<file path="src/pali_pkg.sv">
package pali_pkg;

  localparam int MAX_POINTS   = 256;
  localparam int PT_AW        = $clog2(MAX_POINTS);
  localparam int CNT_W        = PT_AW + 1;
  localparam int CORDIC_STEPS = 20;
  localparam int STEP_W       = 5;

  localparam logic [47:0] LEN_MAX  = 48'hFFFF_FFFF_FFFF;
  localparam logic [33:0] DEG360   = 34'd23592960;
  localparam logic signed [31:0] DEG180 = 32'sd11796480;
  localparam logic signed [31:0] DEG90  = 32'sd5898240;
  // Offset that lifts any signed 32-bit heading to a non-negative value.
  localparam logic [33:0] MOD_BIAS = 34'd2170552320;
  localparam logic signed [39:0] SIX_GAIN_Q30 = 40'sd3912197244;

  typedef enum logic [1:0] {
    OP_PUSH  = 2'd0,
    OP_QUERY = 2'd1,
    OP_CLEAR = 2'd2,
    OP_NONE  = 2'd3
  } op_t;

  typedef enum logic [1:0] {
    ST_OK    = 2'd0,
    ST_RANGE = 2'd1,
    ST_FEW   = 2'd2,
    ST_FULL  = 2'd3
  } status_t;

  typedef enum logic [4:0] {
    S_IDLE, S_PRD, S_PCAP, S_PSQ, S_PRT, S_PWR,
    S_QRT, S_QCAP, S_QMUL, S_QSR, S_QSC, S_QRA, S_QRB,
    S_QDC, S_QDV, S_QLM, S_QLA, S_QCS, S_QCW, S_FIN
  } state_t;

  typedef enum logic [2:0] {
    C_IDLE, C_MOD, C_FOLD, C_ITER, C_DONE
  } cordic_state_t;

  typedef struct packed {
    logic               valid;
    logic signed [31:0] sin6;
    logic signed [31:0] cos6;
  } sincos_t;

  function automatic logic signed [31:0] atan_deg(input logic [STEP_W-1:0] i);
    logic signed [31:0] v;
    case (i)
      5'd0:  v = 32'sd2949120;
      5'd1:  v = 32'sd1740967;
      5'd2:  v = 32'sd919879;
      5'd3:  v = 32'sd466945;
      5'd4:  v = 32'sd234379;
      5'd5:  v = 32'sd117304;
      5'd6:  v = 32'sd58666;
      5'd7:  v = 32'sd29335;
      5'd8:  v = 32'sd14668;
      5'd9:  v = 32'sd7334;
      5'd10: v = 32'sd3667;
      5'd11: v = 32'sd1833;
      5'd12: v = 32'sd917;
      5'd13: v = 32'sd458;
      5'd14: v = 32'sd229;
      5'd15: v = 32'sd115;
      5'd16: v = 32'sd57;
      5'd17: v = 32'sd29;
      5'd18: v = 32'sd14;
      5'd19: v = 32'sd7;
      5'd20: v = 32'sd4;
      5'd21: v = 32'sd2;
      5'd22: v = 32'sd1;
      default: v = 32'sd0;
    endcase
    return v;
  endfunction

endpackage

</file>
<file path="src/pali_cordic.sv">
module pali_cordic import pali_pkg::*; (
  input  logic               clk,
  input  logic               rst_n,
  input  logic               start,
  input  logic signed [31:0] heading,
  output sincos_t            res
);

  cordic_state_t state_r, state_nxt;
  logic [33:0]        u_r;
  logic [3:0]         k_r;
  logic [STEP_W-1:0]  i_r;
  logic signed [39:0] x_r, y_r;
  logic signed [31:0] z_r;
  logic               neg_r;

  logic [33:0]        dk;
  logic signed [31:0] zf, zw;
  logic signed [39:0] xs, ys, xo, yo, sr, cr;

  always_ff @(posedge clk) begin
    if (!rst_n) begin
      state_r <= C_IDLE;
    end else begin
      state_r <= state_nxt;
    end
  end

  always_comb begin
    state_nxt = state_r;
    unique case (state_r)
      C_IDLE: if (start) state_nxt = C_MOD;
      C_MOD:  if (k_r == 4'd0) state_nxt = C_FOLD;
      C_FOLD: state_nxt = C_ITER;
      C_ITER: if (i_r == STEP_W'(CORDIC_STEPS - 1)) state_nxt = C_DONE;
      C_DONE: state_nxt = C_IDLE;
      default: state_nxt = C_IDLE;
    endcase
  end

  assign dk = DEG360 << k_r;
  assign zw = (signed'(u_r[31:0]) > DEG180) ? signed'(u_r[31:0]) - 32'(DEG360)
                                            : signed'(u_r[31:0]);
  assign zf = (zw > DEG90) ? zw - DEG180 : ((zw < -DEG90) ? zw + DEG180 : zw);
  assign xs = x_r >>> i_r;
  assign ys = y_r >>> i_r;

  always_ff @(posedge clk) begin
    unique case (state_r)
      C_IDLE: begin
        u_r <= 34'(signed'(heading)) + MOD_BIAS;
        k_r <= 4'd8;
      end
      C_MOD: begin
        if (u_r >= dk) u_r <= u_r - dk;
        k_r <= k_r - 4'd1;
      end
      C_FOLD: begin
        z_r   <= zf;
        neg_r <= (zw > DEG90) || (zw < -DEG90);
        x_r   <= SIX_GAIN_Q30;
        y_r   <= '0;
        i_r   <= '0;
      end
      C_ITER: begin
        if (z_r >= 0) begin
          x_r <= x_r - ys;
          y_r <= y_r + xs;
          z_r <= z_r - atan_deg(i_r);
        end else begin
          x_r <= x_r + ys;
          y_r <= y_r - xs;
          z_r <= z_r + atan_deg(i_r);
        end
        i_r <= i_r + STEP_W'(1);
      end
      default: ;
    endcase
  end

  // Rounding to Q16.16 with halves going up.
  assign xo = neg_r ? -x_r : x_r;
  assign yo = neg_r ? -y_r : y_r;
  assign sr = (yo + 40'sd8192) >>> 14;
  assign cr = (xo + 40'sd8192) >>> 14;

  assign res.valid = (state_r == C_DONE);
  assign res.sin6  = sr[31:0];
  assign res.cos6  = cr[31:0];

endmodule

</file>
<file path="config.mk">
export PLATFORM = sky130hd
export DESIGN_NAME = pali_cordic
export DESIGN_NICKNAME = d
export VERILOG_FILES = /design/src/pali_pkg.sv /design/src/pali_cordic.sv
export SDC_FILE = /design/constraint.sdc
export NUM_CORES = 1
export LEC_CHECK = 0
export BUFFER_PORTS_ARGS = -buffer_cell sky130_fd_sc_hd__buf_2
export CELL_PAD_IN_SITES_DETAIL_PLACEMENT = 1
export CELL_PAD_IN_SITES_GLOBAL_PLACEMENT = 2
export CORE_MARGIN = 2
export CORE_UTILIZATION = 35
export CTS_CLUSTER_SIZE = 20
export DETAILED_ROUTE_END_ITERATION = 6
export GPL_ROUTABILITY_DRIVEN = 0
export GPL_TIMING_DRIVEN = 0
export PLACE_DENSITY = 0.75
export RECOVER_POWER = 50
export REMOVE_ABC_BUFFERS = 1
export SYNTH_ARGS = -nofsm -noshare
export SYNTH_HDL_FRONTEND = slang
export SYNTH_SLANG_ARGS = --single-unit
</file>
<file path="constraint.sdc">
create_clock -name clk -period 7.4 [get_ports clk]
set_input_delay 0.74 -clock clk [delete_from_list [all_inputs] [get_ports clk]]
set_output_delay 0.74 -clock clk [all_outputs]
set_load 0.02 [all_outputs]
</file>
After elaboration in Yosys (flattened, before gate mapping). Memories as Yosys holds them, arrays and structs flattened. A register that Yosys moved wholly into a read port is not among the register bits. Index checks and enable logic that the tools add are counted. W data, S select, Z words.

Add/sub/neg operators: 17. $mul: 0. Divide/modulo/power cells: 0. $lt $le $gt $ge: 5. Eq/ne operators: 9. Shift-type cells: 3. Mux-type cells: 25. Bitwise logic cells: 0. Reductions and logical operators: 7.

Operators by type and width (number): $mux W32 (8); $mux W40 (4); $pmux W40 S2 (2); $add A40 B15 Y40 const B (2); $add A40 B40 Y40 (2); $neg A40 Y40 (2); $sshr A40 B5 Y40 (2); $sub A40 B40 Y40 (2); $pmux W34 S2 (1); $pmux W32 S2 (1); $sub A32 B25 Y32 const B (2); $add A32 B33 Y34 const B (1); $ge A34 B34 Y1 (1); $mux W34 (1); $shl A25 B4 Y34 const A (1); $sub A34 B34 Y34 (1); $add A32 B25 Y32 const B (1); $add A32 B32 Y32 (1); $ge A32 B1 Y1 const B (1); $gt A32 B24 Y1 const B (1); $gt A32 B25 Y1 const B (1); $lt A32 B24 Y1 const B (1); $sub A32 B32 Y32 (1); $pmux W3 S4 (1); 17 further kinds (25).

Bits in registers: 159. Bits in latches: 0. Bits in writable memories: 0. Bits in read-only memories: 1408. Input bits: 35. Output and inout bits: 65. Word-level logic and storage cells: 76. Memories: 2.

Memory list: (name not given) (depth 32, bits a word 22, rd ports 1, clocked after memory_dff 1, write ports 0, RTL line pali_pkg.sv:49) `case (i)`; (name not given) (depth 32, bits a word 22, rd ports 1, clocked after memory_dff 1, write ports 0, RTL line pali_pkg.sv:49).

Depth between registers and ports, before layout.
Depth in word-level cells: 6. Depth in mapped cells: 30. Depth with buffers taken out: 26.

Worst setup path after synthesis. OpenSTA, ideal clock, no wires.

Path kind: flip-flop to flip-flop. Start: register i_r[2]. End: register y_r[32], data pin. Setup time: 0.136 ns. Arrival: 7.070 ns. Data required time: 7.264 ns. Path slack: 0.194 ns. Cell stages (with the launch flop): 30. Path buffers: 6. Clock period less this slack: 7.206 ns. Cells stage by stage: edfxtp_1 -> buf_2 -> inv_1 -> buf_4 -> buf_1 -> clkbuf_1 -> buf_1 -> clkbuf_1 -> mux4_2 -> nor2_1 -> a211oi_1 -> nor2_1 -> ha_1 -> inv_1 -> a2111o_1 -> nor3_2 -> inv_1 -> o41ai_1 -> xnor2_1 -> ha_1 -> a211oi_1 -> o21ai_0 -> a21oi_1 -> nand4bb_1 -> a31oi_1 -> o21ai_0 -> a2111oi_0 -> nor2_1 -> or4_1 -> nand3_1.

Cells in the longest elaborated chain, start to end: 4. Elaborated cells on any way between the ends: 5. Those cells by class: 2 x add/sub; 1 x shift; 2 x mux.

Ends and longest elaborated chain: start, declared (RTL line pali_cordic.sv:12) `logic [STEP_W-1:0] i_r;`; start signal, assigned (RTL line pali_cordic.sv:75) `i_r <= i_r + STEP_W'(1);`; $sshr A40 B5 Y40 * (RTL line pali_cordic.sv:45) `assign xs = x_r >>> i_r;`; $sub A40 B40 Y40 / $add A40 B40 Y40 (equally long branches) (RTL line pali_cordic.sv:72, pali_cordic.sv:68); $mux W40 * (RTL line pali_cordic.sv:66) `if (z_r >= 0) begin`; $pmux W40 S2 * (RTL line pali_cordic.sv:49) `unique case (state_r)`; end signal, assigned (RTL line pali_cordic.sv:68) `y_r <= y_r + xs;`; end signal, assigned (RTL line pali_cordic.sv:72) `y_r <= y_r - xs;`; end, declared (RTL line pali_cordic.sv:13) `logic signed [39:0] x_r, y_r;`.

Every way passes the cells marked *; elsewhere a longest branch is shown, timed or not. A chain may end at the register's enable or synchronous reset.

Worst setup path in the final report.
Start: register i_r[0]. End: register x_r[36], data pin.

Cells in the longest elaborated chain, start to end: 4. Elaborated cells on any way between the ends: 5. Those cells by class: 2 x add/sub; 1 x shift; 2 x mux.

Ends and longest elaborated chain: $sshr A40 B5 Y40 * (RTL line pali_cordic.sv:46) `assign ys = y_r >>> i_r;`; $add A40 B40 Y40 / $sub A40 B40 Y40 (equally long branches) (RTL line pali_cordic.sv:71, pali_cordic.sv:67); $mux W40 * (RTL line pali_cordic.sv:66); $pmux W40 S2 * (RTL line pali_cordic.sv:49); end signal, assigned (RTL line pali_cordic.sv:67) `x_r <= x_r - ys;`; end signal, assigned (RTL line pali_cordic.sv:71) `x_r <= x_r + ys;`; end, declared (RTL line pali_cordic.sv:13).

Marked as above.

==> results summary <==
The average cell area after synthesis came out at 8.174 um2. The effective utilization at floorplan came out at 35.50%. The level count of the clock H-tree is 4.

The number of remaining DRC errors is 0. The share of synthesized area occupied by flip-flops and latches came out at 19.95%. The maximum root-to-sink buffer count came out at 2.

The routed length per instance is 23.20 um. The cell count after synthesis is 3179. In this run the worst path has a maximum fanout of 24. The hold violation count in the final report came out at 0. The maximum VDD drop is 250.4 uV.

The ratio of cells with drive above 1 in the final layout came out at 12.89%. At the worst endpoint, the required time is 7.66 ns. The detailed placement HPWL is 72.83 mm.

Walking the worst path, the cells encountered are clkbuf_16 > buf_16 > buf_16 > buf_16 > mux4_1 > mux4_2 > mux2i_1 > o2111ai_1 > or3_1 > or3_1 > nor3_4 > nor2_1 > xor2_1 > ha_1 > a21o_1 > a21o_1 > a221oi_1 > nor2_1 > a21oi_2 > a311oi_2 > o41ai_1 > mux2i_1. The number of antenna violations at the first check in global routing came to 0. The number of standard-cell rows in the floorplan is 99. The leakage component of the power came out at 10.71 nW. The number of synthesized flops with an enable pin is 156. The worst-margin pin slew is 1.702 ns. The number of global-route vias before repair is 25730. The slowest cell on the critical path is mux4_1. The run finished, with violations left. The worst setup path is captured at a flop. The summed instance area of the synthesized netlist is 25990 um2. The instance count after placement with tap cells included is 4042. The flop and latch count out of synthesis is 181. The worst slack after detailed placement is -1.310 ns.

By startpoint and endpoint, the worst setup path is classified as flop to flop. The fraction of registers with async set or reset after synthesis is 0%. Input and output buffers added on the ports amount to 99. TritonCTS created 17 clock buffers. The tightest slew margin relative to the limit came out at -13.74%. The worst setup path is launched from a flop.

The height of the chip is 276.5 um. Counting stages on the worst path, the most repeated cell is buf_16. The pin count of the biggest net entering global routing is 73. The number of nets still failing antenna checks after routing is 0. The final layout contains routed wiring with a total length of 94.96 mm. The number of different library cells used by synthesis comes to 102.

For this run, the slowest stage of the critical path takes 0.70 ns. The first detailed-routing pass ran for 5 iterations. The latest clock arrival within the worst-skew pair came out at 0.51 ns. The highest achievable clock rate is 138.8 MHz. The share of the cycle needed by the critical path after routing came out at 97.38%.

The total I/O pin count is 100. The data arrival time of the critical path is 7.46 ns. Power spread over the standard cell area amounts to 250.5 nW/um2. The number of max-capacitance violations reported came out at 3. The sum of internal, switching and leakage power is 7.144 mW. The area growth from synthesis to layout is 9.741%. The post-route clock skew is 0.01677 ns. The core region is 73210 um2. The count of hold buffers inserted by post-cts repair came out at 0. The floorplan step defined a die boundary enclosing 76440 um2. In this run the worst hold path is classified as input port to flop.

The register cell area after layout came out at 5185 um2. The summed area of non-filler cells in the final layout came out at 28520 um2. The cell area after placement came out at 27600 um2.

The number of synthesis warnings is 0. The violation count after the first detailed-routing iteration came out at 1938. The library cell used most frequently in the layout, excluding fill and tap cells, is nand2_1. The final layout contains 3313 nets.

The count of clock tree sinks is 181. The checks that failed: capacitance limit, slew limit. The width of the die came out at 276.5 um. The number of fill cells in the layout is 8662. The wire length of the first global-routing pass came out at 148.7 mm. After clock tree synthesis, the clock-pin slew on the worst setup and hold paths is 0.09 ns. The setup violation total in the final timing report came out at 0. The root buffer cell chosen for the clock tree is clkbuf_16.

In the layout the commonest cells are nand2_1 (303), nor2_1 (252), o21ai_0 (213). The total vias in the final route is 25350. The total negative slack for setup checks is 0 ns. The slack of the critical path came out at 0.1938 ns. The number of standard cells in the final layout excluding fillers is 4093.

The remaining global-route overflow came out at 0. The multi-input combinational cells in the finished layout cover a total of 19630 um2. The most used flip-flop cell after synthesis is edfxtp_1. The minimum clock period is 7.206 ns. The final count of pins violating max slew came out at 97.

Using the TritonRoute via totals, the vias-per-cell ratio works out to 6.192. The global-route total usage across every layer came out at 24.24%. The clock tree from TritonCTS is done.
[per-layer routing]
metal	up-vias	wire length (um)	global-route usage, %
li1	11820	-	-
met1	12700	41810	31.29
met2	677	45410	41.39
met3	152	4453	3.228
met4	0	3281	8.505
met5	-	0	0
[cell families after synthesis]
kind of cell / count (synthesis) / synth area share [%]
multiplexers: 241 / 13.79
AND/OR/NAND/NOR: 1077 / 20.46
AO/OA/AOI/OAI: 906 / 22.84
flip-flops: 181 / 19.95
adder cells (fa/ha/maj): 160 / 7.771
buffers and inverters: 319 / 5.234
XOR/XNOR: 295 / 9.943
[cells in the mapped netlist (33+ instances only)]
master / n / area [um2]
a31oi_1: 45 / 281.5
edfxtp_1: 156 / 4684
o21ai_0: 214 / 1071
o31ai_1: 44 / 330.3
o22ai_1: 33 / 206.5
mux2i_1: 81 / 810.8
nand2_1: 304 / 1141
nor3_1: 103 / 515.5
clkbuf_1: 154 / 578.1
a211oi_1: 34 / 255.2
xor2_1: 116 / 1016
and3_1: 39 / 244.0
nand3_1: 80 / 400.4
mux4_2: 73 / 1644
nor4_1: 34 / 212.7
nor2_1: 253 / 949.7
a21oi_1: 206 / 1031
mux2_2: 76 / 855.8
or3_1: 36 / 225.2
ha_1: 155 / 1939
nand2b_1: 48 / 300.3
a21o_1: 67 / 503.0
o21a_1: 36 / 270.3
xnor2_1: 179 / 1568
inv_1: 85 / 319.1
[critical path: cells and delay by family (launching register included)]
| kind | cells | cell delay, ns |
|---|---|---|
| compound gates | 7 | 2.00 |
| mux | 4 | 1.86 |
| simple gates | 5 | 1.39 |
| buf+inv | 4 | 0.71 |
| flops | 1 | 0.39 |
| fa+ha+maj | 1 | 0.39 |
| xor+xnor | 1 | 0.20 |
[per-stage QoR]
stage	util, %	hold slack [ns]
after floorplan	-	0.5181
after global placement	36.41	0.5390
after detailed placement	37.70	0.5636
after CTS	38.69	0.4484
after global routing	38.95	0.4832
final	38.95	0.4777
[layout make-up]
class	instances	area share (%)
antenna	1	0.008775
multi-input combinational	2679	68.83
inverter	89	1.242
timing repair buffer	152	5.291
clock buffer	17	1.492
sequential	181	18.18
tap	959	4.208
clock inverter	15	0.7459
[where the power goes]
group	total [mW]	internal [mW]	switching (mW)
combinational	4.38	1.79	2.59
clock	1.04	0.521	0.517
sequential	1.73	1.41	0.320
total	7.14	3.72	3.42
[final timing paths]
check	to	slack [ns]	startpoint	cells after the start
min	state_r[0]	0.48	start	3
max reg2reg	x_r[36]	0.19	i_r[0]	22
max	x_r[36]	0.19	i_r[0]	22
min reg2reg	z_r[2]	0.59	u_r[2]	2
[what timing repair did]
item / CTS / global route
setup endpoints to repair: 19 / 17
pin swaps: 1 / 6
gates cloned: 0 / 0
setup buffers: 4 / 14
resized for setup: 12 / 28
Power figures use the tool's default switching activity.
